### src/hdl/aes_pkg.sv
package aes_pkg;

    // one input transaction
    typedef struct packed {
        logic        func;
        logic [63:0] block_high;
        logic [63:0] block_low;
        logic        first_block;
    } in_t;

    // one result transaction
    typedef struct packed {
        logic [63:0] result_high;
        logic [63:0] result_low;
    } out_t;

    // key schedule status toward the round engine
    typedef struct packed {
        logic       done;
        logic [3:0] rounds;
    } kx_stat_t;

    // configuration register indexes
    localparam int CFG_IDX_W = 3;
    localparam logic [CFG_IDX_W-1:0] CFG_KEY_WORD_0 = 3'd0;
    localparam logic [CFG_IDX_W-1:0] CFG_KEY_WORD_1 = 3'd1;
    localparam logic [CFG_IDX_W-1:0] CFG_KEY_WORD_2 = 3'd2;
    localparam logic [CFG_IDX_W-1:0] CFG_KEY_WORD_3 = 3'd3;
    localparam logic [CFG_IDX_W-1:0] CFG_KEY_SIZE   = 3'd4;
    localparam logic [CFG_IDX_W-1:0] CFG_CHAINING   = 3'd5;

    // key size codes
    localparam logic [1:0] KS_192 = 2'd1;
    localparam logic [1:0] KS_256 = 2'd2;

    localparam logic [7:0] POLY = 8'h1b;

    localparam logic [7:0] SBOX [256] = '{
    8'h63,8'h7c,8'h77,8'h7b,8'hf2,8'h6b,8'h6f,8'hc5,8'h30,8'h01,8'h67,8'h2b,8'hfe,8'hd7,8'hab,8'h76,
    8'hca,8'h82,8'hc9,8'h7d,8'hfa,8'h59,8'h47,8'hf0,8'had,8'hd4,8'ha2,8'haf,8'h9c,8'ha4,8'h72,8'hc0,
    8'hb7,8'hfd,8'h93,8'h26,8'h36,8'h3f,8'hf7,8'hcc,8'h34,8'ha5,8'he5,8'hf1,8'h71,8'hd8,8'h31,8'h15,
    8'h04,8'hc7,8'h23,8'hc3,8'h18,8'h96,8'h05,8'h9a,8'h07,8'h12,8'h80,8'he2,8'heb,8'h27,8'hb2,8'h75,
    8'h09,8'h83,8'h2c,8'h1a,8'h1b,8'h6e,8'h5a,8'ha0,8'h52,8'h3b,8'hd6,8'hb3,8'h29,8'he3,8'h2f,8'h84,
    8'h53,8'hd1,8'h00,8'hed,8'h20,8'hfc,8'hb1,8'h5b,8'h6a,8'hcb,8'hbe,8'h39,8'h4a,8'h4c,8'h58,8'hcf,
    8'hd0,8'hef,8'haa,8'hfb,8'h43,8'h4d,8'h33,8'h85,8'h45,8'hf9,8'h02,8'h7f,8'h50,8'h3c,8'h9f,8'ha8,
    8'h51,8'ha3,8'h40,8'h8f,8'h92,8'h9d,8'h38,8'hf5,8'hbc,8'hb6,8'hda,8'h21,8'h10,8'hff,8'hf3,8'hd2,
    8'hcd,8'h0c,8'h13,8'hec,8'h5f,8'h97,8'h44,8'h17,8'hc4,8'ha7,8'h7e,8'h3d,8'h64,8'h5d,8'h19,8'h73,
    8'h60,8'h81,8'h4f,8'hdc,8'h22,8'h2a,8'h90,8'h88,8'h46,8'hee,8'hb8,8'h14,8'hde,8'h5e,8'h0b,8'hdb,
    8'he0,8'h32,8'h3a,8'h0a,8'h49,8'h06,8'h24,8'h5c,8'hc2,8'hd3,8'hac,8'h62,8'h91,8'h95,8'he4,8'h79,
    8'he7,8'hc8,8'h37,8'h6d,8'h8d,8'hd5,8'h4e,8'ha9,8'h6c,8'h56,8'hf4,8'hea,8'h65,8'h7a,8'hae,8'h08,
    8'hba,8'h78,8'h25,8'h2e,8'h1c,8'ha6,8'hb4,8'hc6,8'he8,8'hdd,8'h74,8'h1f,8'h4b,8'hbd,8'h8b,8'h8a,
    8'h70,8'h3e,8'hb5,8'h66,8'h48,8'h03,8'hf6,8'h0e,8'h61,8'h35,8'h57,8'hb9,8'h86,8'hc1,8'h1d,8'h9e,
    8'he1,8'hf8,8'h98,8'h11,8'h69,8'hd9,8'h8e,8'h94,8'h9b,8'h1e,8'h87,8'he9,8'hce,8'h55,8'h28,8'hdf,
    8'h8c,8'ha1,8'h89,8'h0d,8'hbf,8'he6,8'h42,8'h68,8'h41,8'h99,8'h2d,8'h0f,8'hb0,8'h54,8'hbb,8'h16};

    localparam logic [7:0] INV_SBOX [256] = '{
    8'h52,8'h09,8'h6a,8'hd5,8'h30,8'h36,8'ha5,8'h38,8'hbf,8'h40,8'ha3,8'h9e,8'h81,8'hf3,8'hd7,8'hfb,
    8'h7c,8'he3,8'h39,8'h82,8'h9b,8'h2f,8'hff,8'h87,8'h34,8'h8e,8'h43,8'h44,8'hc4,8'hde,8'he9,8'hcb,
    8'h54,8'h7b,8'h94,8'h32,8'ha6,8'hc2,8'h23,8'h3d,8'hee,8'h4c,8'h95,8'h0b,8'h42,8'hfa,8'hc3,8'h4e,
    8'h08,8'h2e,8'ha1,8'h66,8'h28,8'hd9,8'h24,8'hb2,8'h76,8'h5b,8'ha2,8'h49,8'h6d,8'h8b,8'hd1,8'h25,
    8'h72,8'hf8,8'hf6,8'h64,8'h86,8'h68,8'h98,8'h16,8'hd4,8'ha4,8'h5c,8'hcc,8'h5d,8'h65,8'hb6,8'h92,
    8'h6c,8'h70,8'h48,8'h50,8'hfd,8'hed,8'hb9,8'hda,8'h5e,8'h15,8'h46,8'h57,8'ha7,8'h8d,8'h9d,8'h84,
    8'h90,8'hd8,8'hab,8'h00,8'h8c,8'hbc,8'hd3,8'h0a,8'hf7,8'he4,8'h58,8'h05,8'hb8,8'hb3,8'h45,8'h06,
    8'hd0,8'h2c,8'h1e,8'h8f,8'hca,8'h3f,8'h0f,8'h02,8'hc1,8'haf,8'hbd,8'h03,8'h01,8'h13,8'h8a,8'h6b,
    8'h3a,8'h91,8'h11,8'h41,8'h4f,8'h67,8'hdc,8'hea,8'h97,8'hf2,8'hcf,8'hce,8'hf0,8'hb4,8'he6,8'h73,
    8'h96,8'hac,8'h74,8'h22,8'he7,8'had,8'h35,8'h85,8'he2,8'hf9,8'h37,8'he8,8'h1c,8'h75,8'hdf,8'h6e,
    8'h47,8'hf1,8'h1a,8'h71,8'h1d,8'h29,8'hc5,8'h89,8'h6f,8'hb7,8'h62,8'h0e,8'haa,8'h18,8'hbe,8'h1b,
    8'hfc,8'h56,8'h3e,8'h4b,8'hc6,8'hd2,8'h79,8'h20,8'h9a,8'hdb,8'hc0,8'hfe,8'h78,8'hcd,8'h5a,8'hf4,
    8'h1f,8'hdd,8'ha8,8'h33,8'h88,8'h07,8'hc7,8'h31,8'hb1,8'h12,8'h10,8'h59,8'h27,8'h80,8'hec,8'h5f,
    8'h60,8'h51,8'h7f,8'ha9,8'h19,8'hb5,8'h4a,8'h0d,8'h2d,8'he5,8'h7a,8'h9f,8'h93,8'hc9,8'h9c,8'hef,
    8'ha0,8'he0,8'h3b,8'h4d,8'hae,8'h2a,8'hf5,8'hb0,8'hc8,8'heb,8'hbb,8'h3c,8'h83,8'h53,8'h99,8'h61,
    8'h17,8'h2b,8'h04,8'h7e,8'hba,8'h77,8'hd6,8'h26,8'he1,8'h69,8'h14,8'h63,8'h55,8'h21,8'h0c,8'h7d};

    // mix column coefficients, forward and inverse
    localparam logic [3:0] MIX_FWD [4] = '{4'd2, 4'd3, 4'd1, 4'd1};
    localparam logic [3:0] MIX_INV [4] = '{4'd14, 4'd11, 4'd13, 4'd9};

    function automatic logic [7:0] xtime(input logic [7:0] a);
        return {a[6:0], 1'b0} ^ (a[7] ? POLY : 8'h00);
    endfunction

    // multiply by a coefficient below 16
    function automatic logic [7:0] gmul(input logic [7:0] a, input logic [3:0] b);
        logic [7:0] r;
        logic [7:0] p;
        r = 8'h00;
        p = a;
        for (int i = 0; i < 4; i++)
        begin
            if (b[i])
                r = r ^ p;
            p = xtime(p);
        end
        return r;
    endfunction

    function automatic logic [7:0] rcon(input logic [3:0] i);
        logic [7:0] r;
        case (i)
            4'd1:    r = 8'h01;
            4'd2:    r = 8'h02;
            4'd3:    r = 8'h04;
            4'd4:    r = 8'h08;
            4'd5:    r = 8'h10;
            4'd6:    r = 8'h20;
            4'd7:    r = 8'h40;
            4'd8:    r = 8'h80;
            4'd9:    r = 8'h1b;
            4'd10:   r = 8'h36;
            default: r = 8'h00;
        endcase
        return r;
    endfunction

    function automatic logic [31:0] sub_word(input logic [31:0] w);
        return {SBOX[w[31:24]], SBOX[w[23:16]], SBOX[w[15:8]], SBOX[w[7:0]]};
    endfunction

    // byte i of the state sits in bits 127-8i down
    function automatic logic [127:0] sub_state(input logic [127:0] s, input logic inv);
        logic [127:0] t;
        for (int i = 0; i < 16; i++)
            t[127-8*i -: 8] = inv ? INV_SBOX[s[127-8*i -: 8]] : SBOX[s[127-8*i -: 8]];
        return t;
    endfunction

    function automatic logic [127:0] shift_state(input logic [127:0] s, input logic inv);
        logic [127:0] t;
        int src;
        for (int c = 0; c < 4; c++)
            for (int r = 0; r < 4; r++)
            begin
                src = inv ? ((c + 4 - r) % 4) : ((c + r) % 4);
                t[127-8*(c*4+r) -: 8] = s[127-8*(src*4+r) -: 8];
            end
        return t;
    endfunction

    function automatic logic [127:0] mix_state(input logic [127:0] s, input logic inv);
        logic [127:0] t;
        logic [7:0]   v;
        for (int c = 0; c < 4; c++)
            for (int r = 0; r < 4; r++)
            begin
                v = 8'h00;
                for (int k = 0; k < 4; k++)
                    v = v ^ gmul(s[127-8*(c*4+k) -: 8],
                                 inv ? MIX_INV[(k + 4 - r) % 4] : MIX_FWD[(k + 4 - r) % 4]);
                t[127-8*(c*4+r) -: 8] = v;
            end
        return t;
    endfunction

endpackage

### src/hdl/aes_keyexp.sv
module aes_keyexp #(
    parameter int ROUND_KEY_WORDS = 60,
    localparam int ROWS = ROUND_KEY_WORDS / 4,
    localparam int AW = $clog2(ROWS)
) (
    input  logic              clk,
    input  logic              rst_n,
    input  logic              start,
    input  logic [255:0]      key,
    input  logic [1:0]        key_size,
    input  logic [AW-1:0]     rd_addr,
    output logic [127:0]      rd_data,
    output aes_pkg::kx_stat_t stat
);
    import aes_pkg::*;

    localparam int JW = $clog2(ROUND_KEY_WORDS);

    logic [127:0] mem [ROWS];
    logic [127:0] rd_data_reg;

    logic          busy_reg;
    logic          done_reg;
    logic [JW-1:0] j_reg;
    logic [JW:0]   total_reg;
    logic [2:0]    mod_reg;
    logic [3:0]    rc_reg;
    logic [3:0]    nk_reg;
    logic [3:0]    rounds_reg;
    logic [31:0]   win_reg [8];
    logic [31:0]   rb_reg [3];
    logic [31:0]   kword [8];

    logic [3:0]    nr_sel;
    logic [31:0]   t_word;
    logic [31:0]   far_word;
    logic [31:0]   new_word;
    logic          last_word;

    // key bytes as 32-bit words, word 0 first
    always_comb
    begin
        for (int i = 0; i < 8; i++)
            kword[i] = key[255-32*i -: 32];
    end

    // round count for the chosen key size, falling back when the store is short
    always_comb
    begin
        if (key_size == KS_192)
            nr_sel = 4'd12;
        else if (key_size == KS_256)
            nr_sel = 4'd14;
        else
            nr_sel = 4'd10;
        if (4 * (int'(nr_sel) + 1) > ROUND_KEY_WORDS)
            nr_sel = 4'd10;
    end

    // next schedule word
    always_comb
    begin
        if (mod_reg == 3'd0)
            t_word = sub_word({win_reg[0][23:0], win_reg[0][31:24]}) ^ {rcon(rc_reg), 24'h0};
        else if (nk_reg == 4'd8 && mod_reg == 3'd4)
            t_word = sub_word(win_reg[0]);
        else
            t_word = win_reg[0];
        far_word  = win_reg[nk_reg[2:0] - 3'd1];
        new_word  = (j_reg < JW'(nk_reg)) ? kword[j_reg[2:0]] : (far_word ^ t_word);
        last_word = ({1'b0, j_reg} == total_reg - (JW+1)'(1));
    end

    // schedule sequencer, one word per cycle
    always_ff @(posedge clk or negedge rst_n)
    begin
        if (!rst_n)
        begin
            busy_reg   <= 1'b0;
            done_reg   <= 1'b0;
            j_reg      <= '0;
            total_reg  <= '0;
            mod_reg    <= 3'd0;
            rc_reg     <= 4'd0;
            nk_reg     <= 4'd4;
            rounds_reg <= 4'd10;
        end
        else
        begin
            done_reg <= busy_reg && last_word;
            if (start)
            begin
                busy_reg   <= 1'b1;
                j_reg      <= '0;
                mod_reg    <= 3'd0;
                rc_reg     <= 4'd0;
                rounds_reg <= nr_sel;
                nk_reg     <= nr_sel - 4'd6;
                total_reg  <= (JW+1)'({nr_sel + 4'd1, 2'b00});
            end
            else if (busy_reg)
            begin
                j_reg <= j_reg + JW'(1);
                if (mod_reg == nk_reg[2:0] - 3'd1)
                begin
                    mod_reg <= 3'd0;
                    rc_reg  <= rc_reg + 4'd1;
                end
                else
                    mod_reg <= mod_reg + 3'd1;
                if (last_word)
                    busy_reg <= 1'b0;
            end
        end
    end

    // sliding window of recent words and row assembly
    always_ff @(posedge clk)
    begin
        if (busy_reg)
        begin
            win_reg[0] <= new_word;
            for (int i = 1; i < 8; i++)
                win_reg[i] <= win_reg[i-1];
            rb_reg[0] <= new_word;
            rb_reg[1] <= rb_reg[0];
            rb_reg[2] <= rb_reg[1];
        end
    end

    // round key store, one 128-bit row per round
    always_ff @(posedge clk)
    begin
        if (busy_reg && j_reg[1:0] == 2'd3)
            mem[AW'(j_reg >> 2)] <= {rb_reg[2], rb_reg[1], rb_reg[0], new_word};
        rd_data_reg <= mem[rd_addr];
    end

    assign rd_data     = rd_data_reg;
    assign stat.done   = done_reg;
    assign stat.rounds = rounds_reg;

endmodule

### config.mk
export PLATFORM = sky130hd
export DESIGN_NAME = aes_keyexp
export DESIGN_NICKNAME = d
export VERILOG_FILES = /design/src/hdl/aes_pkg.sv /design/src/hdl/aes_keyexp.sv
export SDC_FILE = /design/constraint.sdc
export NUM_CORES = 2
export LEC_CHECK = 0
export BUFFER_PORTS_ARGS = -buffer_cell sky130_fd_sc_hd__buf_4
export CORE_AREA = 8 8 491 493
export CTS_CLUSTER_DIAMETER = 200
export DETAILED_ROUTE_END_ITERATION = 6
export DIE_AREA = 0 0 499 501
export HOLD_SLACK_MARGIN = 0.05
export PLACE_DENSITY = 0.71
export SYNTH_ARGS = -nofsm -noshare
export SYNTH_HDL_FRONTEND = slang
export SYNTH_SLANG_ARGS = --single-unit
### constraint.sdc
create_clock -name clk -period 22.2 [get_ports clk]
set_input_delay 2.22 -clock clk [delete_from_list [all_inputs] [get_ports clk]]
set_output_delay 2.22 -clock clk [all_outputs]
set_load 0.02 [all_outputs]
# Word level (Yosys, flattened, before mapping)
# Memory sizes are Yosys's and may differ from the RTL's. A register that Yosys moved wholly into a read port is not among the register bits.
# Cells that the tools add are included.
dict set report totals {
  input_bits 265
  out_inout_bits 133
  mem_bits_ro 8320
  regBits 27
  mem_bits_rw 2272
  memories 8
  latch_bits 0
  elab_cells 85
}
# memory depth word_bits rd rd_ports_with_merged_regs wr line_no
set memory_table {}
lappend memory_table {{(no name shown)} 256 8 1 0 0 aes_pkg.sv:116} ;# return {SBOX[w[31:24]], SBOX[w[23:16]], SBOX[w[15:8]], SBOX[w[7:0]]};
lappend memory_table {{(no name shown)} 256 8 1 0 0 aes_pkg.sv:116}
lappend memory_table {{(no name shown)} 256 8 1 0 0 aes_pkg.sv:116}
lappend memory_table {{(no name shown)} 256 8 1 0 0 aes_pkg.sv:116}
lappend memory_table {mem 15 128 1 1 1 aes_keyexp.sv:19} ;# logic [127:0] mem [ROWS];
lappend memory_table {win_reg 8 32 8 0 8 aes_keyexp.sv:30} ;# logic [31:0] win_reg [8];
lappend memory_table {{2 more memories} n/a n/a n/a n/a n/a n/a}
dict set report op_classes {
  n_mux 33
  addsub 8
  div_mod_pow 0
  n_eq_ne 7
  mul 0
  n_shift 0
  bitwise_logic 7
  n_reduce_logical 7
  order_cmp 7
}
# operator n
set ops {}
lappend ops {{$mux W32} 5}
lappend ops {{$bmux W32 S3} 1}
lappend ops {{$mux W8} 9}
lappend ops {{$xor A32 B32 Y32} 2}
lappend ops {{$ge A9 B9 Y1 const B} 4}
lappend ops {{$not A8 Y9} 4}
lappend ops {{$mux W4} 5}
lappend ops {{$mux W3} 4}
lappend ops {{$mux W6} 2}
lappend ops {{$add A4 B1 Y4 const B} 2}
lappend ops {{$eq A6 B7 Y1} 1}
lappend ops {{$gt A7 B6 Y1 const B} 1}
lappend ops {{$mux W1} 7}
lappend ops {{$sub A6 B1 Y7 const B} 1}
lappend ops {{$add A6 B1 Y6 const B} 1}
lappend ops {{$lt A6 B4 Y1} 1}
lappend ops {{$add A4 B1 Y5 const B} 1}
lappend ops {{$eq A2 B2 Y1 const B} 2}
lappend ops {{$eq A4 B4 Y1 const B} 1}
lappend ops {{$ge A4 B4 Y1 const B} 1}
lappend ops {{$not A3 Y4} 1}
lappend ops {{$reduce_bool A2 Y1} 2}
lappend ops {{$sub A4 B3 Y4 const B} 1}
lappend ops {{$add A3 B1 Y3 const B} 1}
lappend ops {{other kinds (7)} 9}

# Depth between registers and ports, before layout
# An unclocked memory read counts as a cell.
dict set report depth {
  ltp_word 9
  ltp_mapped 14
}

# Worst setup path after synthesis
# No wires, ideal clock.
dict set report synth_timing {
  path_type {flip-flop to flip-flop}
  from {reg busy_reg}
  to {mem mem[0][0] (enable)}
  arrival_time_ps 15439
  setup_slack_ps 5989
  stages_incl_launch_ff 4
  cell_sequence {dfrtp_1 nand2_1 or3_1 nor3_1}
}
dict set report synth_between {
  elab_chain_len 3
}
# element line_no
set synth_lines {}
lappend synth_lines {{start, declared} aes_keyexp.sv:22} ;# logic busy_reg;
lappend synth_lines {{start signal, assigned} aes_keyexp.sv:79} ;# busy_reg <= 1'b0;
lappend synth_lines {{start signal, assigned} aes_keyexp.sv:93} ;# busy_reg <= 1'b1;
lappend synth_lines {{start signal, assigned} aes_keyexp.sv:112} ;# busy_reg <= 1'b0;
lappend synth_lines {{$logic_and A1 B1 Y1} aes_keyexp.sv:134} ;# if (busy_reg && j_reg[1:0] == 2'd3)
lappend synth_lines {{$mux W1} aes_keyexp.sv:134}
lappend synth_lines {{$mux W1 (not written as such)} aes_keyexp.sv:135} ;# mem[AW'(j_reg >> 2)] <= {rb_reg[2], rb_reg[1], rb_reg[0], new_word};
lappend synth_lines {{end, declared} aes_keyexp.sv:19}
# Every way passes these cells.

==> results.sh <==
export IMPL_post_cts_repair_setup_buffers=0
export IMPL_critPathTopFamily="compound AO/OA/AOI/OAI gates"
export IMPL_cts_root_cell="clkbuf_16"
export IMPL_grt_pass1_vias=62100
export IMPL_synthesis_area_sq_um=102000
export IMPL_cts_sink_count=2326
export IMPL_post_route_util=0.494
export IMPL_finalCriticalPeriod_ns=5.94
export IMPL_fin_worst_skew_ns=0.0806
export IMPL_total_power_mw=13.4
export IMPL_synthArstFlopShare=0.00946
export IMPL_max_vdd_ir_drop_mv=0.0942
export IMPL_avgViaCountPerCell=6.48
export IMPL_cts_made_buffers=218
export IMPL_drt_initial_drc_count=9022
export IMPL_drt_pass1_iter_count=7
export IMPL_most_common_cell_after_layout_fill_and_taps_aside="edfxtp_1"
export IMPL_yosysUniqueCellTypes=103
export IMPL_count_of_buffers_from_port_buffering=395
export IMPL_final_setup_viol_count=0
export IMPL_clock_insertion_delay_worst_skew_ns=0.89
export IMPL_worst_setup_path_end_kind="flip-flop"
export IMPL_max_freq_mhz=168
export IMPL_drt_antenna_violating_nets=0
export IMPL_grt_setup_unrepaired="false"
export IMPL_violations="design-rule violations"
export IMPL_drt_drc_violations_left=2
export IMPL_critical_path_slowest_cell="a21oi_1"
export IMPL_worst_path_largest_cell_delay_ns=1.08
export IMPL_clock_slew_at_reported_path_ffs_ns=0.06
export IMPL_grt_pass1_wl_um=447000
export IMPL_hold_class="reg -> reg"
export IMPL_routabilityCongestion=0.992
export IMPL_routed_wirelength_um=314000
export IMPL_synth_largest_type_area_fraction=0.641
export IMPL_cts_htree_levels=4
export IMPL_die_width_um=499
export IMPL_worstSetupStartpointType="flip-flop"
export IMPL_timing_final_crit_share=0.268
export IMPL_placement_setup_worst_slack_ns=15.47
export IMPL_power_leakage_nw=37.9
export IMPL_vias=62500
export IMPL_synthCells=6101
export IMPL_antenna_violations_before_repair=22
export IMPL_postSynth_topFlopCell="edfxtp_1"
export IMPL_std_cell_rows=178
export IMPL_cp_max_fo=64
export IMPL_power_per_cell_area_nw_per_um2=116
export IMPL_pin_count_of_the_biggest_net_entering_global_routing=156
export IMPL_critical_path_class="reg -> reg"
export IMPL_crit_required_ns=22.65
export IMPL_crit_chain="buf_4 > nand2_1 > o221ai_1 > o21ai_0 > a221oi_1 > o311ai_0 > o22ai_1 > xor2_1 > a21oi_1"
export IMPL_crit_arrival_ns=6.39
export IMPL_drt_wirelength_per_cell_um=32.6
export IMPL_synth_seq_cells=2326
export IMPL_overall_global_routing_resource_usage=0.243
export IMPL_slew_viol_final=0
export IMPL_buffers_from_clock_root_to_sink_at_most=3
export IMPL_report_final_hold_viol_count=0
export IMPL_core_area_sq_um=234000
export IMPL_largest_reg_flops=1920
export IMPL_area_growth_syn_to_layout_pct=13.2
export IMPL_initial_utilization=0.437
export IMPL_grt_overflow_total=0
export IMPL_nNetsFinal=6724
export IMPL_postSynthNetCount=6441
export IMPL_pin_count=398
export IMPL_final_setup_tns_ns=0
export IMPL_detailedPlacementHpwl_um=189000
export IMPL_tritoncts="yes"
export IMPL_synth_enable_flop_cells=2176
export IMPL_synth_sequential_area_ratio=0.671
export IMPL_actual_transition_at_the_worst_max_transition_pin_ns=1.40
export IMPL_final_layout_size_suffix_gt1_frac=0.249
export IMPL_outcome="finished with violations"
export IMPL_die_height_um=501
export IMPL_worst_slew_margin_rel=0.0689
export IMPL_cts_hold_fix_buffers=0
export IMPL_final_fill_count=18800
export IMPL_cts_resized_gates=0
export IMPL_synth_largest_area_cell="edfxtp_1"
export IMPL_floorplan_die_area_sq_um=250000
export IMPL_cp_num_buf_inv=1
export IMPL_layout_cells_most_common_list="edfxtp_1 (2,176), mux4_2 (631), buf_4 (549), nand2_1 (320), o21ai_0 (287)"
export IMPL_netlist_top_cells_area="edfxtp_1 (64%), mux4_2 (14%), dfxtp_1 (2.5%), mux2i_1 (1.7%), o21ai_0 (1.4%)"
export IMPL_synth_area_per_cell_sq_um=16.7
export IMPL_layout_setup_ws_ns=16.26
export IMPL_synth_warning_count=0
export IMPL_maxCapViolCount=0
[synthesized netlist by cell type (105+ instances only)]
cell,count
nand2_1,320
nor2_1,185
nand2b_1,107
nor3_1,105
clkbuf_1,257
mux2i_1,174
edfxtp_1,2176
o21ai_0,290
a21oi_1,175
mux4_2,631
dfxtp_1,128
nor2b_1,106
buf_2,125
[worst register-to-register path, stage by stage, from the launching register on]
cell	delay, ns
edfxtp_1	0.97
buf_4	0.68
nand2_1	0.62
o221ai_1	0.43
o21ai_0	0.13
a221oi_1	0.55
o311ai_0	0.56
o22ai_1	0.39
xor2_1	0.10
a21oi_1	1.08
[cells by family after synthesis]
| kind of cell | share of synthesized area |
|---|---|
| flip-flops | 0.671 |
| AO/OA/AOI/OAI | 0.0786 |
| AND/OR/NAND/NOR | 0.0545 |
| multiplexers | 0.159 |
| buffers and inverters | 0.0238 |
| adder cells (fa/ha/maj) | 0.00920 |
| XOR/XNOR | 0.00404 |
| other | 0.0000736 |
[routing by layer]
layer,GRT usage,share of wire
met1,0.335,0.39
met2,0.385,0.46
met3,0.0474,0.10
met4,0.0907,0.042
met5,0,0.00013
[power breakdown]
part | internal (mW) | switching (mW) | total [mW]
logic | 1.21 | 2.59 | 3.80
registers | 5.48 | 0.395 | 5.87
clock network | 2.13 | 1.62 | 3.75
total | 8.81 | 4.60 | 13.4
[stage by stage]
step / hold WS, ns / cell area [sq um] / instances
2_1_floorplan: 0.400 / 102000 / 6101
3_3_place_gp: 0.401 / 108000 / 9224
3_5_place_dp: 0.405 / 108000 / 9224
4_1_cts: 0.388 / 115000 / 9637
5_1_grt: 0.394 / 115000 / 9638
6_report: 0.381 / 115000 / 9642
[cell type report]
| cell class | count | area (sq um) | share of cell area |
|---|---|---|---|
| Sequential cell | 2326 | 68500 | 0.593 |
| Multi-Input combinational cell | 3216 | 31300 | 0.271 |
| Clock buffer | 313 | 6120 | 0.0530 |
| Timing Repair Buffer | 561 | 4340 | 0.0376 |
| Tap cell | 3060 | 3830 | 0.0332 |
| Clock inverter | 100 | 1160 | 0.0101 |
| Inverter | 61 | 229 | 0.00198 |
| Antenna cell | 5 | 12.5 | 0.000108 |
[final timing paths]
check / from / slack [ns] / end / cells past startpoint
max in group asynchronous: rst_n / 20.64 / rounds_reg[1] / 1
worst min-delay path: win_reg[6][4] / 0.38 / win_reg[7][4] / 0
worst max register to register: rb_reg[0][27] / 16.26 / mem[13][7] / 9
min in group asynchronous: rst_n / 1.25 / j_reg[0] / 1
worst min register to register: win_reg[6][4] / 0.38 / win_reg[7][4] / 0
worst max-delay path: rb_reg[0][27] / 16.26 / mem[13][7] / 9
Note: power is estimated with default switching activity, not from simulation.
