`config.mk`:
```
export PLATFORM = sky130hd
export DESIGN_NAME = aes_front
export DESIGN_NICKNAME = d
export VERILOG_FILES = /design/src/hdl/aes_pkg.sv /design/src/hdl/aes_front.sv
export SDC_FILE = /design/constraint.sdc
export NUM_CORES = 1
export LEC_CHECK = 0
export BUFFER_PORTS_ARGS = -buffer_cell sky130_fd_sc_hd__buf_2
export CAP_MARGIN = 10
export CORE_UTILIZATION = 47
export DETAILED_ROUTE_END_ITERATION = 10
export PLACE_DENSITY = 0.71
export SYNTH_ARGS = -nofsm -noshare
export SYNTH_HDL_FRONTEND = slang
export SYNTH_SLANG_ARGS = --single-unit
```
`constraint.sdc`:
```
create_clock -name clk -period 9.2 [get_ports clk]
set_input_delay 0.92 -clock clk [delete_from_list [all_inputs] [get_ports clk]]
set_output_delay 0.92 -clock clk [all_outputs]
set_load 0.1 [all_outputs]
```
`src/hdl/aes_pkg.sv`:
```
package aes_pkg;

    // one input transaction
    typedef struct packed {
        logic        func;
        logic [63:0] block_high;
        logic [63:0] block_low;
        logic        first_block;
    } in_t;

    // one result transaction
    typedef struct packed {
        logic [63:0] result_high;
        logic [63:0] result_low;
    } out_t;

    // key schedule status toward the round engine
    typedef struct packed {
        logic       done;
        logic [3:0] rounds;
    } kx_stat_t;

    // configuration register indexes
    localparam int CFG_IDX_W = 3;
    localparam logic [CFG_IDX_W-1:0] CFG_KEY_WORD_0 = 3'd0;
    localparam logic [CFG_IDX_W-1:0] CFG_KEY_WORD_1 = 3'd1;
    localparam logic [CFG_IDX_W-1:0] CFG_KEY_WORD_2 = 3'd2;
    localparam logic [CFG_IDX_W-1:0] CFG_KEY_WORD_3 = 3'd3;
    localparam logic [CFG_IDX_W-1:0] CFG_KEY_SIZE   = 3'd4;
    localparam logic [CFG_IDX_W-1:0] CFG_CHAINING   = 3'd5;

    // key size codes
    localparam logic [1:0] KS_192 = 2'd1;
    localparam logic [1:0] KS_256 = 2'd2;

    localparam logic [7:0] POLY = 8'h1b;

    localparam logic [7:0] SBOX [256] = '{
    8'h63,8'h7c,8'h77,8'h7b,8'hf2,8'h6b,8'h6f,8'hc5,8'h30,8'h01,8'h67,8'h2b,8'hfe,8'hd7,8'hab,8'h76,
    8'hca,8'h82,8'hc9,8'h7d,8'hfa,8'h59,8'h47,8'hf0,8'had,8'hd4,8'ha2,8'haf,8'h9c,8'ha4,8'h72,8'hc0,
    8'hb7,8'hfd,8'h93,8'h26,8'h36,8'h3f,8'hf7,8'hcc,8'h34,8'ha5,8'he5,8'hf1,8'h71,8'hd8,8'h31,8'h15,
    8'h04,8'hc7,8'h23,8'hc3,8'h18,8'h96,8'h05,8'h9a,8'h07,8'h12,8'h80,8'he2,8'heb,8'h27,8'hb2,8'h75,
    8'h09,8'h83,8'h2c,8'h1a,8'h1b,8'h6e,8'h5a,8'ha0,8'h52,8'h3b,8'hd6,8'hb3,8'h29,8'he3,8'h2f,8'h84,
    8'h53,8'hd1,8'h00,8'hed,8'h20,8'hfc,8'hb1,8'h5b,8'h6a,8'hcb,8'hbe,8'h39,8'h4a,8'h4c,8'h58,8'hcf,
    8'hd0,8'hef,8'haa,8'hfb,8'h43,8'h4d,8'h33,8'h85,8'h45,8'hf9,8'h02,8'h7f,8'h50,8'h3c,8'h9f,8'ha8,
    8'h51,8'ha3,8'h40,8'h8f,8'h92,8'h9d,8'h38,8'hf5,8'hbc,8'hb6,8'hda,8'h21,8'h10,8'hff,8'hf3,8'hd2,
    8'hcd,8'h0c,8'h13,8'hec,8'h5f,8'h97,8'h44,8'h17,8'hc4,8'ha7,8'h7e,8'h3d,8'h64,8'h5d,8'h19,8'h73,
    8'h60,8'h81,8'h4f,8'hdc,8'h22,8'h2a,8'h90,8'h88,8'h46,8'hee,8'hb8,8'h14,8'hde,8'h5e,8'h0b,8'hdb,
    8'he0,8'h32,8'h3a,8'h0a,8'h49,8'h06,8'h24,8'h5c,8'hc2,8'hd3,8'hac,8'h62,8'h91,8'h95,8'he4,8'h79,
    8'he7,8'hc8,8'h37,8'h6d,8'h8d,8'hd5,8'h4e,8'ha9,8'h6c,8'h56,8'hf4,8'hea,8'h65,8'h7a,8'hae,8'h08,
    8'hba,8'h78,8'h25,8'h2e,8'h1c,8'ha6,8'hb4,8'hc6,8'he8,8'hdd,8'h74,8'h1f,8'h4b,8'hbd,8'h8b,8'h8a,
    8'h70,8'h3e,8'hb5,8'h66,8'h48,8'h03,8'hf6,8'h0e,8'h61,8'h35,8'h57,8'hb9,8'h86,8'hc1,8'h1d,8'h9e,
    8'he1,8'hf8,8'h98,8'h11,8'h69,8'hd9,8'h8e,8'h94,8'h9b,8'h1e,8'h87,8'he9,8'hce,8'h55,8'h28,8'hdf,
    8'h8c,8'ha1,8'h89,8'h0d,8'hbf,8'he6,8'h42,8'h68,8'h41,8'h99,8'h2d,8'h0f,8'hb0,8'h54,8'hbb,8'h16};

    localparam logic [7:0] INV_SBOX [256] = '{
    8'h52,8'h09,8'h6a,8'hd5,8'h30,8'h36,8'ha5,8'h38,8'hbf,8'h40,8'ha3,8'h9e,8'h81,8'hf3,8'hd7,8'hfb,
    8'h7c,8'he3,8'h39,8'h82,8'h9b,8'h2f,8'hff,8'h87,8'h34,8'h8e,8'h43,8'h44,8'hc4,8'hde,8'he9,8'hcb,
    8'h54,8'h7b,8'h94,8'h32,8'ha6,8'hc2,8'h23,8'h3d,8'hee,8'h4c,8'h95,8'h0b,8'h42,8'hfa,8'hc3,8'h4e,
    8'h08,8'h2e,8'ha1,8'h66,8'h28,8'hd9,8'h24,8'hb2,8'h76,8'h5b,8'ha2,8'h49,8'h6d,8'h8b,8'hd1,8'h25,
    8'h72,8'hf8,8'hf6,8'h64,8'h86,8'h68,8'h98,8'h16,8'hd4,8'ha4,8'h5c,8'hcc,8'h5d,8'h65,8'hb6,8'h92,
    8'h6c,8'h70,8'h48,8'h50,8'hfd,8'hed,8'hb9,8'hda,8'h5e,8'h15,8'h46,8'h57,8'ha7,8'h8d,8'h9d,8'h84,
    8'h90,8'hd8,8'hab,8'h00,8'h8c,8'hbc,8'hd3,8'h0a,8'hf7,8'he4,8'h58,8'h05,8'hb8,8'hb3,8'h45,8'h06,
    8'hd0,8'h2c,8'h1e,8'h8f,8'hca,8'h3f,8'h0f,8'h02,8'hc1,8'haf,8'hbd,8'h03,8'h01,8'h13,8'h8a,8'h6b,
    8'h3a,8'h91,8'h11,8'h41,8'h4f,8'h67,8'hdc,8'hea,8'h97,8'hf2,8'hcf,8'hce,8'hf0,8'hb4,8'he6,8'h73,
    8'h96,8'hac,8'h74,8'h22,8'he7,8'had,8'h35,8'h85,8'he2,8'hf9,8'h37,8'he8,8'h1c,8'h75,8'hdf,8'h6e,
    8'h47,8'hf1,8'h1a,8'h71,8'h1d,8'h29,8'hc5,8'h89,8'h6f,8'hb7,8'h62,8'h0e,8'haa,8'h18,8'hbe,8'h1b,
    8'hfc,8'h56,8'h3e,8'h4b,8'hc6,8'hd2,8'h79,8'h20,8'h9a,8'hdb,8'hc0,8'hfe,8'h78,8'hcd,8'h5a,8'hf4,
    8'h1f,8'hdd,8'ha8,8'h33,8'h88,8'h07,8'hc7,8'h31,8'hb1,8'h12,8'h10,8'h59,8'h27,8'h80,8'hec,8'h5f,
    8'h60,8'h51,8'h7f,8'ha9,8'h19,8'hb5,8'h4a,8'h0d,8'h2d,8'he5,8'h7a,8'h9f,8'h93,8'hc9,8'h9c,8'hef,
    8'ha0,8'he0,8'h3b,8'h4d,8'hae,8'h2a,8'hf5,8'hb0,8'hc8,8'heb,8'hbb,8'h3c,8'h83,8'h53,8'h99,8'h61,
    8'h17,8'h2b,8'h04,8'h7e,8'hba,8'h77,8'hd6,8'h26,8'he1,8'h69,8'h14,8'h63,8'h55,8'h21,8'h0c,8'h7d};

    // mix column coefficients, forward and inverse
    localparam logic [3:0] MIX_FWD [4] = '{4'd2, 4'd3, 4'd1, 4'd1};
    localparam logic [3:0] MIX_INV [4] = '{4'd14, 4'd11, 4'd13, 4'd9};

    function automatic logic [7:0] xtime(input logic [7:0] a);
        return {a[6:0], 1'b0} ^ (a[7] ? POLY : 8'h00);
    endfunction

    // multiply by a coefficient below 16
    function automatic logic [7:0] gmul(input logic [7:0] a, input logic [3:0] b);
        logic [7:0] r;
        logic [7:0] p;
        r = 8'h00;
        p = a;
        for (int i = 0; i < 4; i++)
        begin
            if (b[i])
                r = r ^ p;
            p = xtime(p);
        end
        return r;
    endfunction

    function automatic logic [7:0] rcon(input logic [3:0] i);
        logic [7:0] r;
        case (i)
            4'd1:    r = 8'h01;
            4'd2:    r = 8'h02;
            4'd3:    r = 8'h04;
            4'd4:    r = 8'h08;
            4'd5:    r = 8'h10;
            4'd6:    r = 8'h20;
            4'd7:    r = 8'h40;
            4'd8:    r = 8'h80;
            4'd9:    r = 8'h1b;
            4'd10:   r = 8'h36;
            default: r = 8'h00;
        endcase
        return r;
    endfunction

    function automatic logic [31:0] sub_word(input logic [31:0] w);
        return {SBOX[w[31:24]], SBOX[w[23:16]], SBOX[w[15:8]], SBOX[w[7:0]]};
    endfunction

    // byte i of the state sits in bits 127-8i down
    function automatic logic [127:0] sub_state(input logic [127:0] s, input logic inv);
        logic [127:0] t;
        for (int i = 0; i < 16; i++)
            t[127-8*i -: 8] = inv ? INV_SBOX[s[127-8*i -: 8]] : SBOX[s[127-8*i -: 8]];
        return t;
    endfunction

    function automatic logic [127:0] shift_state(input logic [127:0] s, input logic inv);
        logic [127:0] t;
        int src;
        for (int c = 0; c < 4; c++)
            for (int r = 0; r < 4; r++)
            begin
                src = inv ? ((c + 4 - r) % 4) : ((c + r) % 4);
                t[127-8*(c*4+r) -: 8] = s[127-8*(src*4+r) -: 8];
            end
        return t;
    endfunction

    function automatic logic [127:0] mix_state(input logic [127:0] s, input logic inv);
        logic [127:0] t;
        logic [7:0]   v;
        for (int c = 0; c < 4; c++)
            for (int r = 0; r < 4; r++)
            begin
                v = 8'h00;
                for (int k = 0; k < 4; k++)
                    v = v ^ gmul(s[127-8*(c*4+k) -: 8],
                                 inv ? MIX_INV[(k + 4 - r) % 4] : MIX_FWD[(k + 4 - r) % 4]);
                t[127-8*(c*4+r) -: 8] = v;
            end
        return t;
    endfunction

endpackage

```
`src/hdl/aes_front.sv`:
```
module aes_front (
    input  logic          clk,
    input  logic          rst_n,
    input  logic          in_valid,
    output logic          in_stall,
    input  aes_pkg::in_t  in_data,
    output logic          q_valid,
    output aes_pkg::in_t  q_data,
    input  logic          q_pop
);
    import aes_pkg::*;

    in_t        slot_reg [2];
    logic       wr_ptr_reg;
    logic       wr_ptr_next;
    logic       rd_ptr_reg;
    logic       rd_ptr_next;
    logic [1:0] cnt_reg;
    logic [1:0] cnt_next;
    logic       push;
    logic       pop;

    // two-entry queue between intake and round engine
    assign in_stall = (cnt_reg == 2'd2);
    assign push     = in_valid && !in_stall;
    assign q_valid  = (cnt_reg != 2'd0);
    assign pop      = q_pop && q_valid;
    assign q_data   = slot_reg[rd_ptr_reg];

    always_comb
    begin
        wr_ptr_next = push ? ~wr_ptr_reg : wr_ptr_reg;
        rd_ptr_next = pop ? ~rd_ptr_reg : rd_ptr_reg;
        cnt_next    = cnt_reg + (push ? 2'd1 : 2'd0) - (pop ? 2'd1 : 2'd0);
    end

    always_ff @(posedge clk or negedge rst_n)
    begin
        if (!rst_n)
        begin
            wr_ptr_reg <= 1'b0;
            rd_ptr_reg <= 1'b0;
            cnt_reg    <= 2'd0;
        end
        else
        begin
            wr_ptr_reg <= wr_ptr_next;
            rd_ptr_reg <= rd_ptr_next;
            cnt_reg    <= cnt_next;
        end
    end

    // queue payload
    always_ff @(posedge clk)
    begin
        if (push)
            slot_reg[wr_ptr_reg] <= in_data;
    end

endmodule

```
# [Word-level counts from Yosys, hierarchy flattened]
# Memory sizes are Yosys's and may differ from the RTL's.
# Cells that the tools add are included.
[classes] add_sub_neg=2 eq_ne=1 n_mux=4 n_bitwise=2 n_reduce_logical=4
[op_table] cell="$mux 1" n=4
[op_table] cell="$add 2x1->2" n=1
[op_table] cell="$eq 2x2->1 const B" n=1
[op_table] cell="$logic_and 1x1->1" n=2
[op_table] cell="$not 1->1" n=2
[op_table] cell="$reduce_bool 2->1" n=1
[op_table] cell="$sub 2x1->2" n=1
[op_table] cell="$logic_not 1->1" n=1
[word_totals] regBits=4 mem_bits_rw=260 inputBits=134 out_inout_bits=132 memories=1
[memory_table] name="slot_reg" words=2 width=130 rd=1 rd_clocked_by_memory_dff=0 write_ports=1 line="aes_front.sv:13" rtl="in_t slot_reg [2];"

# [Longest topological paths before layout]
# Gate-level depths: netlist of the first run.
[depth] ltp_word=6 mapped_depth=7

# [Least setup slack after synthesis of the first run]
# Ideal clock, no wire load.
[synth_timing] path_type="input-to-reg" from="in in_valid" to="mem slot_reg[0][0] (netlist name) (enable)" setup_ns=0.621 arrival_time_ns=6.415 required_time_ns=8.579 path_slack_ns=2.165 stages=2 path_buffers=0 cell_sequence="nand2_1 -> nor2_1"
[synth_via] elab_chain_len=3
[synth_lines] item="start: declaration" line="aes_front.sv:4" rtl="input logic in_valid,"
[synth_lines] item="$logic_and 1x1->1" line="aes_front.sv:25" rtl="assign push = in_valid && !in_stall;"
[synth_lines] item="$mux 1" line="aes_front.sv:56" rtl="if (push)"
[synth_lines] item="$mux 1 (implied by the code)" line="aes_front.sv:57" rtl="slot_reg[wr_ptr_reg] <= in_data;"
[synth_lines] item="end: declaration" line="aes_front.sv:13"
# No other way between the ends.

==> impl.org, run 1 <==
** Clock network
- TritonCTS built the clock tree.
- TritonCTS created 26 clock buffers.
- Cts-stage hold buffer count :: 0
- Post-CTS repair changed the size of 0 cells.
- In this run the post-CTS setup repair buffer count came out at 0.
- Clock sink count :: 264
- In this run the deepest clock path goes through 3 buffers.
- The root buffer cell chosen for the clock tree is sky130_fd_sc_hd__clkbuf_16.
- Number of H-tree levels :: 1
- Clock latency on the worst-skew pair, taken at its later pin, is 0.52 ns.
- After clock tree synthesis, the clock-pin slew on the worst setup and hold paths is 0.06 ns.

** Synth
- By area the synthesized netlist is led by sky130_fd_sc_hd__edfxtp_1, sky130_fd_sc_hd__mux2_4, sky130_fd_sc_hd__mux2_2, sky130_fd_sc_hd__buf_6, sky130_fd_sc_hd__dfrtp_1.
- Synthesis produced a netlist with a net count of 559.
- Library cell occupying the most area in the post-synthesis netlist :: sky130_fd_sc_hd__edfxtp_1
- Mapped Cells :: 423
- During synthesis, Yosys emitted a total of 0 warnings.
- Netlist Area Pre-Place :: 9957 um^2
- Counting flops and latches in the post-synthesis netlist gives 264.
- Part of the Yosys area used for sequential elements :: 0.7942
- The number of different library cells used by synthesis comes to 17.
- The share of synthesized area in the top cell type comes to 0.7841.
- The average instance in the mapped netlist occupies 23.54 um^2.

** Worst hold path
- Worst hold path class :: in2async

** Timing
- The worst path needs 3.610 ns of the cycle, external delays included.
- Final total negative setup slack :: 0 ns
- Setup repair after global routing missed its margin :: no
- In the finished design, the share of the clock period the worst path needs comes to 0.3923.
- At the pin with the least slew margin, the transition time is 1.035 ns.
- Static timing analysis puts the maximum clock frequency at 0.2770 GHz.
- Worst slew margin relative to its limit :: 0.3103
- Setup violations remaining at the end of the flow were counted as 0.
- Between clock sinks in the finished design, the worst skew comes to 0.01233 ns.
- Hold is met by 0.1996 ns.
- Fin. Hold Viols :: 0
- Pins Over Slew Limit :: 0

** Run
- Max-cap violations in this run came to 0.

** Cells and area
- After the last flow step, the layout net total stands at 842.
- Leading cell type in the layout, fill and taps excluded :: sky130_fd_sc_hd__buf_2
- Max reg flops :: 260
- Measured on the finished design, the core utilization comes to 0.6028.
- In the layout the commonest cells are sky130_fd_sc_hd__buf_2, sky130_fd_sc_hd__edfxtp_1, sky130_fd_sc_hd__mux2_4, sky130_fd_sc_hd__mux2_2, sky130_fd_sc_hd__clkbuf_16.
- Final antenna diode count :: 0
- In the final layout, the share of cells above drive strength 1 is 0.6077.
- From synthesis to final layout, the design area changed by 24.08%.

** GRT
- Number of antenna violations at the first check in global routing :: 3
- Maximum number of pins on one net before global-route repair :: 71
- Overall routing resource usage :: 0.1593
- Vias in the first global route :: 5,043
- Global routing finished with a remaining overflow of 0.
- Global-route wire length before repair :: 26,550 um

** Place
- The congestion estimate from routability-driven global placement came to 0.7489.
- Port buffering added 265 buffers.
- Estimated wirelength of the detail-placed design :: 12,090 um

** Critical path
- Counting cells, the worst reg-to-reg path comes to 3.
- Required time of the critical path :: 8.28 ns
- Endpoint of the lowest-slack register-to-register path :: slot_reg[1][9]$_DFFE_PP_
- Data arrival time of the worst path :: 2.69 ns
- Of all nets on the critical path, the largest fanout is 59.
- The worst setup path is captured at an output port.
- Launching point of the worst reg2reg path :: cnt_reg[1]$_DFF_PN0_
- Start-to-end type of the worst setup path :: reg2out
- Element type at the critical path start :: flip-flop
- The worst register-to-register path has a setup slack of 6.53 ns.

** Detailed routing
- In the final routed layout, each cell accounts on average for 17.93 um.
- Number of nets with antenna violations after routing :: 0
- Routed vias/inst :: 4.893
- The final layout contains routed wiring with a total length of 17,830 um.
- Detailed-router iteration count before antenna repair :: 4
- Drc violations :: 0
- 1st-iter DRT viols :: 203
- For this block, the via count after detailed routing is 4,864.

** Die
- Number of placement rows :: 52
- The initial utilization of the core area, before any placement, comes to 0.4858.
- Count of boundary I/O pins :: 266
- Width of the chip :: 147.6 um
- The total area inside the core boundary comes to 20,490 um^2.
- Area enclosed by the die boundary :: 21,770 um^2
- From bottom edge to top edge, the die measures 147.6 um.

** Run status
- The flow ran to the end, and the final reports show no timing, DRC or antenna violations.
## Yosys cell counts, drive strengths merged
cell and instances:
nand2 1, mux2 130, and2 1, and3 1
xor2 1, buf 15, nand2b 1, or2 1
nor2 1, inv 2, ha 2, dfrtp 4
edfxtp 260, xnor2 3
## worst max path at each step
stage                      startpoint                       end  slack, ns
2_1_floorplan                in_valid  slot_reg[0][0]$_DFFE_PP_       2.16
3_3_place_gp                 in_valid  slot_reg[1][7]$_DFFE_PP_       6.10
3_5_place_dp                 in_valid  slot_reg[1][3]$_DFFE_PP_       6.06
4_1_cts        rd_ptr_reg$_DFFE_PN0P_                q_data[39]       5.56
5_1_grt        rd_ptr_reg$_DFFE_PN0P_                q_data[39]       5.47
6_report       rd_ptr_reg$_DFFE_PN0P_                q_data[39]       5.59
## kinds of logic after synthesis
kind of cell / share of synthesized area
xor gates and xnor gates: 0.003519
adders and majority gates: 0.002513
buffers and inverters: 0.01558
DFF: 0.7942
muxes: 0.1810
and+or+nand+nor: 0.003268
## per-layer routing
layer	global-route usage	vias to the layer above	share of wire
met1	0.2005	2366	0.41
met3	0.05062	36	0.085
met2	0.2660	209	0.48
met4	0.04381	4	0.022
met5	0	-	0.0015
li1	-	2249	-
## area by class of cell
cell class,count,area [um^2]
clock buffer,33,676.9
clock inverter,13,150.1
fill,1467,8140
inverter,2,7.507
multi-input combinational,142,1907
sequential,264,7911
tap,270,337.8
timing repair buffer,270,1364
## critical path, cell delays in order, from the launching register on
cell and delay, ns:
sky130_fd_sc_hd__dfrtp_4 0.55, sky130_fd_sc_hd__buf_4 0.80, sky130_fd_sc_hd__mux2_4 0.31, sky130_fd_sc_hd__buf_2 0.43
## stage by stage
| step | cells | setup WS [ns] | area (um^2) |
|---|---|---|---|
| floorplan | 423 | 2.165 | 9957 |
| CTS | 994 | 5.558 | 12350 |
| finish | 994 | 5.590 | 12350 |
| detailed placement | 948 | 6.062 | 11530 |
| global placement | 948 | 6.095 | 11530 |
| global route | 994 | 5.466 | 12350 |
Power of run 1 is not shown: default switching activity piles up to over one toggle a cycle in this logic, so the estimate is an artifact.
==> run 2, diff against run 1 <==
--- a/config.mk
+++ b/config.mk
@@ -9,7 +9,7 @@
 export CAP_MARGIN = 10
 export CORE_UTILIZATION = 47
 export DETAILED_ROUTE_END_ITERATION = 10
-export PLACE_DENSITY = 0.71
+export PLACE_DENSITY = 0.73
 export SYNTH_ARGS = -nofsm -noshare
 export SYNTH_HDL_FRONTEND = slang
 export SYNTH_SLANG_ARGS = --single-unit
==> constraint.sdc (replaced) <==
create_clock -name clk -period 3.24 [get_ports clk]
set_input_delay 0.324 -clock clk [delete_from_list [all_inputs] [get_ports clk]]
set_output_delay 0.324 -clock clk [all_outputs]
set_load 0.1 [all_outputs]
==> impl.org, run 2 (synthesis gave the netlist of run 1 again) <==
** GRT
- The first global-routing pass estimated 30,510 um of wire.
- Overall routing resource usage :: 0.1794
- The number of antenna violations at the first check in global routing came to 0.
- Total global routing overflow :: 0
- Entering global routing, the biggest net connects 131 pins.
- Vias in the first global route :: 5,862

** Die
- The initial utilization of the core area, before any placement, comes to 0.4858.
- The floorplan step set the die width to 147.6 um.
- Count of boundary I/O pins :: 266
- Area enclosed by the die boundary :: 21,770 um^2
- Core region area :: 20,490 um^2
- In this run the vertical extent of the chip is 147.6 um.
- In this run the core area contains 52 standard-cell rows.

** Critical path
- Element type at the critical path start :: flip-flop
- At the worst endpoint, the required time is 2.92 ns.
- The worst setup path is of the reg2out kind.
- CP delay by family, top :: flip-flops
- Traced cell by cell, the critical path runs through buf_4 > mux2_2 > buf_2.
- Among all stages on the critical path, the largest delay is contributed by sky130_fd_sc_hd__dfrtp_4.
- Data arrives at the worst endpoint at 2.32 ns.
- Delay of the slowest cell on the worst path :: 0.82 ns
- Max FO, Critical Path :: 30
- The worst setup path is captured at an output port.
- CP bufs+invs :: 2

** Cells and area
- Growth of design area from synthesis to finish :: 39.23%
- Leaving out fill and tap cells, the most frequent cells in the layout are sky130_fd_sc_hd__buf_2, sky130_fd_sc_hd__edfxtp_1, sky130_fd_sc_hd__dlygate4sd3_1, sky130_fd_sc_hd__mux2_4, sky130_fd_sc_hd__mux2_2.
- The register with the most flip-flops in the layout has 260 of them.
- Post-layout net count :: 978
- Measured on the finished design, the core utilization comes to 0.6764.
- Leading cell type in the layout, fill and taps excluded :: sky130_fd_sc_hd__buf_2
- In the final layout, the share of cells above drive strength 1 is 0.5197.
- 0 antenna diodes ended up in the layout.

** Timing
- The worst pin sits at a relative slew slack of 0.4164.
- Derived from the worst setup path, the maximum achievable clock frequency is 0.3782 GHz.
- The final count of hold timing violations came to 0.
- Final total negative setup slack :: 0 ns
- Final worst path period share :: 0.8160
- Finish-stage setup viols :: 0
- The routed design could run at a clock period as short as 2.644 ns.
- Pins Over Slew Limit :: 0
- Setup repair after global routing left no endpoint under its margin.
- Transition time of the tightest slew-check pin :: 0.8754 ns
- The clock arrives with 0.01158 ns of skew.

** Detailed routing
- 1st-iter DRT viols :: 209
- After detailed routing, the number of remaining DRC violations is 0.
- Met1 routed wirelength after detailed routing :: 7873 um
- Met2 routed wirelength :: 9950 um
- The highest metal layer carrying signal wires in the routed design is met4.
- The count of nets left with antenna violations once routing finished came out at 0.
- Summed over all layers, the routed wires come to 19,730 um.
- In the routed layout, each cell is associated on average with a via count of 4.757.
- Routed wire per std cell :: 17.43 um
- Via total after detailed routing :: 5,385
- The pre-antenna-repair detailed-routing pass consisted of 4 iterations.
- Detailed routing placed a total of 1437 um of wire on met3.

** Clock network
- Clk root buf :: sky130_fd_sc_hd__clkbuf_16
- Clock transition at the registers of the reported paths :: 0.06 ns
- Clock sink count :: 264
- Counting the buffers created by CTS gives 27.
- Cts-stage hold buffer count :: 131
- Buffers from clock root to sink, at most :: 3
- Resized Gates After CTS :: 0
- Number of H-tree levels :: 1
- Clock tree from TritonCTS :: done
- Setup Buffers After CTS :: 0
- Insertion delay to the later sink of the worst-skew pair :: 0.52 ns

** Place
- PortBufs :: 265
- Detailed placement ended at an HPWL of 11,690 um.
- Routability-driven placement finished with a final weighted congestion of 0.7207.

** Run status
- The flow ran to the end, and the final reports show no timing, DRC or antenna violations.

** Run
- The tool flagged a number of max-cap violations equal to 0.

** Worst hold path
- Worst hold path class :: in2async
## run 2: through the flow
step,instance area (um^2),instances,setup slack [ns],hold slack [ns]
floorplan,9966,423,0.2731,0.02841
global placement,11640,952,1.117,0.1306
detailed placement,11640,952,1.109,0.1371
CTS,13860,1132,0.5376,0.1248
global route,13860,1132,0.4816,0.1386
finish,13860,1132,0.5962,0.1434
## run 2: final timing paths
path,startpoint,to,slack (ns),cells past startpoint
max,rd_ptr_reg$_DFFE_PN0P_,q_data[122],0.60,3
min,rst_n,cnt_reg[0]$_DFF_PN0_,0.14,2
max reg2reg,cnt_reg[1]$_DFF_PN0_,slot_reg[0][44]$_DFFE_PP_,1.33,4
min reg2reg,cnt_reg[0]$_DFF_PN0_,cnt_reg[0]$_DFF_PN0_,0.53,1
max in group asynchronous,rst_n,rd_ptr_reg$_DFFE_PN0P_,2.96,2
min in group clk,q_pop,rd_ptr_reg$_DFFE_PN0P_,0.15,3
## run 2: area by class of cell
cell class                 instances  area (um^2)
clock buffer                      30        686.9
clock inverter                    19        220.2
fill                            1308         6631
inverter                           2        7.507
multi-input combinational        142         1907
sequential                       264         7911
tap                              270        337.8
timing repair buffer             405         2793
## run 2: layer usage
| metal | vias up | track usage |
|---|---|---|
| li1 | 2513 | - |
| met5 | - | 0 |
| met3 | 36 | 0.04846 |
| met4 | 0 | 0.05619 |
| met1 | 2621 | 0.2136 |
| met2 | 215 | 0.3167 |
Power of run 2 is left out for the same reason.
==> run 3, diff against run 2 <==
==> constraint.sdc (replaced) <==
create_clock -name clk -period 2.2 [get_ports clk]
set_input_delay 0.22 -clock clk [delete_from_list [all_inputs] [get_ports clk]]
set_output_delay 0.22 -clock clk [all_outputs]
set_load 0.1 [all_outputs]
==> impl.org, run 3 (synthesis gave the netlist of run 1 again) <==
** Place
- PortBufs :: 265
- Before CTS, the worst setup slack after placement is 0.3562 ns.
- Detailed placement ended at an HPWL of 13,070 um.
- Total placed cells including tap cells :: 956
- Global placer's final weighted congestion :: 0.7733

** Clock network
- Insertion delay to the later sink of the worst-skew pair :: 0.52 ns
- Clock sink count :: 264
- CTS built an H-tree with a depth of 1.
- Number of buffers inserted during clock tree synthesis :: 27
- TritonCTS built the clock tree.
- The tree is rooted in a sky130_fd_sc_hd__clkbuf_16.
- Buffers from clock root to sink, at most :: 3
- Clock transition at the registers of the reported paths :: 0.06 ns

** Timing
- Worst slew margin relative to its limit :: 0.6365
- For this run, the top clock speed supported by timing is 0.4579 GHz.
- Setup repair after global routing could not meet its margin everywhere.
- The final count of hold timing violations was 0.
- Clock period minus final worst setup slack :: 2.184 ns
- Dividing the final minimum period by the clock period gives 0.9926.
- On the final layout, the worst clock skew is 0.009814 ns.
- At the pin with the least slew margin, the transition time is 0.5490 ns.
- Finish-stage setup viols :: 0
- Setup slack closes at 0.01621 ns.
- Pins Over Slew Limit :: 0

** Detailed routing
- Routed vias/inst :: 4.827
- Number of nets with antenna violations after routing :: 0
- Via total after detailed routing :: 5,513
- Routed wire per std cell :: 19.75 um
- Before antenna repair, the detailed router went through 6 iterations.
- For this block, the initial DRC count from the detailed router was 217.
- WL final :: 22,550 um
- Drc violations :: 0

** Critical path
- Traced cell by cell, the critical path runs through buf_12 > buf_16 > mux2_4 > buf_4.
- Element type at the critical path start :: flip-flop
- STA classifies the critical path endpoint as an output port.
- Among all stages on the critical path, the largest delay is contributed by sky130_fd_sc_hd__dfrtp_4.
- Reg-to-reg slack, setup :: 0.36 ns
- For this run, the slowest stage of the critical path takes 0.49 ns.
- Max FO, Critical Path :: 33
- At the worst endpoint, the arrival time is 1.96 ns.
- At the worst endpoint, the required time is 1.98 ns.
- The setup path with the least slack is of type reg2out.

** Cells and area
- Growth of design area from synthesis to finish :: 49.10%
- Share of final-layout standard cells stronger than drive strength 1 :: 0.5241
- Leaving out fill and tap cells, the most frequent cells in the layout are sky130_fd_sc_hd__edfxtp_1, sky130_fd_sc_hd__buf_2, sky130_fd_sc_hd__dlygate4sd3_1, sky130_fd_sc_hd__mux2_4, sky130_fd_sc_hd__buf_4.
- For this run, the number of standard cells in the final layout without fillers is 1,142.
- Leading cell type in the layout, fill and taps excluded :: sky130_fd_sc_hd__edfxtp_1
- At the end of the flow, the number of nets in the layout was 989.
- The repair_antennas step left the layout with diodes totalling 0.
- The register with the most flip-flops in the layout has 260 of them.

** GRT
- Vias in the first global route :: 6,148
- The first global-routing pass estimated 33,180 um of wire.
- The number of antenna violations at the first check in global routing was 0.
- Entering global routing, the biggest net connects 79 pins.
- For this run the aggregate overflow at the end of global routing stands at 0.
- In the global route stage, overall resource usage came out at 0.2008.

** Die
- The die covers 21,770 um^2.
- The die is 147.6 um wide.
- During I/O placement, the number of pins put on the boundary was 266.
- In this run the vertical extent of the chip is 147.6 um.
- Initial Util :: 0.4858
- Core region area :: 20,490 um^2
- Number of placement rows :: 52

** Worst hold path
- The worst hold path belongs to the class in2reg.

** Run status
- Status :: finished clean

** Run
- Maximum Capacitance Violations :: 0
==> run 3: cell count changes in the layout (fill, tap and decap cells not counted), moves of 3 or more <==
cell | before | now
sky130_fd_sc_hd__buf_2 | 265 | 137
sky130_fd_sc_hd__buf_4 | 2 | 59
sky130_fd_sc_hd__buf_6 | 0 | 40
sky130_fd_sc_hd__buf_12 | 7 | 43
sky130_fd_sc_hd__bufinv_16 | 5 | 1
sky130_fd_sc_hd__buf_16 | 0 | 3
==> run 3: worst paths after layout <==
path / depth (start not counted) / start / endpoint
worst max-delay path: 4 / rd_ptr_reg$_DFFE_PN0P_ / q_data[93]
worst min-delay path: 3 / q_pop / rd_ptr_reg$_DFFE_PN0P_
worst max register to register: 7 / cnt_reg[1]$_DFF_PN0_ / cnt_reg[1]$_DFF_PN0_
worst min register to register: 1 / cnt_reg[0]$_DFF_PN0_ / cnt_reg[0]$_DFF_PN0_
max in group asynchronous: 2 / rst_n / rd_ptr_reg$_DFFE_PN0P_
min in group asynchronous: 2 / rst_n / wr_ptr_reg$_DFFE_PN0N_
==> run 3: cell type report <==
cell class	count	area (um^2)
inverters	2	7.507
clock inverters	17	107.6
repair buffers	416	3881
well taps	270	337.8
flip-flops and latches	264	7911
multi-input cells	142	1909
clock buffers	31	690.7
fillers	1156	5649
==> run 3: metrics by stage <==
step / hold slack (ns) / TNS, ns / cell area (um^2) / utilization
floorplan: -0.07559 / -145.86 / 9968 / -
global placement: 0.02834 / 0 / 12220 / 0.5960
detailed placement: 0.03143 / 0 / 12220 / 0.5960
CTS: 0.01435 / -0.006514 / 14640 / 0.7143
global route: 0.03358 / -0.3281 / 14850 / 0.7244
finish: 0.04267 / 0 / 14850 / 0.7244
==> run 3: metal layers <==
layer	global-route usage	wire length (um)	vias up
met4	0.05155	503	0
met5	0	0	-
met3	0.04568	1572	40
met2	0.3743	12080	233
li1	-	-	2538
met1	0.2315	8398	2702
==> run 3: critical path, delay by kind of cell (launching register included) <==
kind | cells | cell delay, ns
buffers and inverters | 3 | 0.59
DFF | 1 | 0.49
muxes | 1 | 0.33
==> run 3: repair_timing <==
item | in CTS | in global routing
setup endpoints to repair | 119 | 75
gates resized for setup | 98 | 47
cloned | 0 | 1
hold endpoints to repair | 264 | 0
hold buffers | 131 | 0
buffers inserted | 6 | 0
Power of run 3 is left out for the same reason.
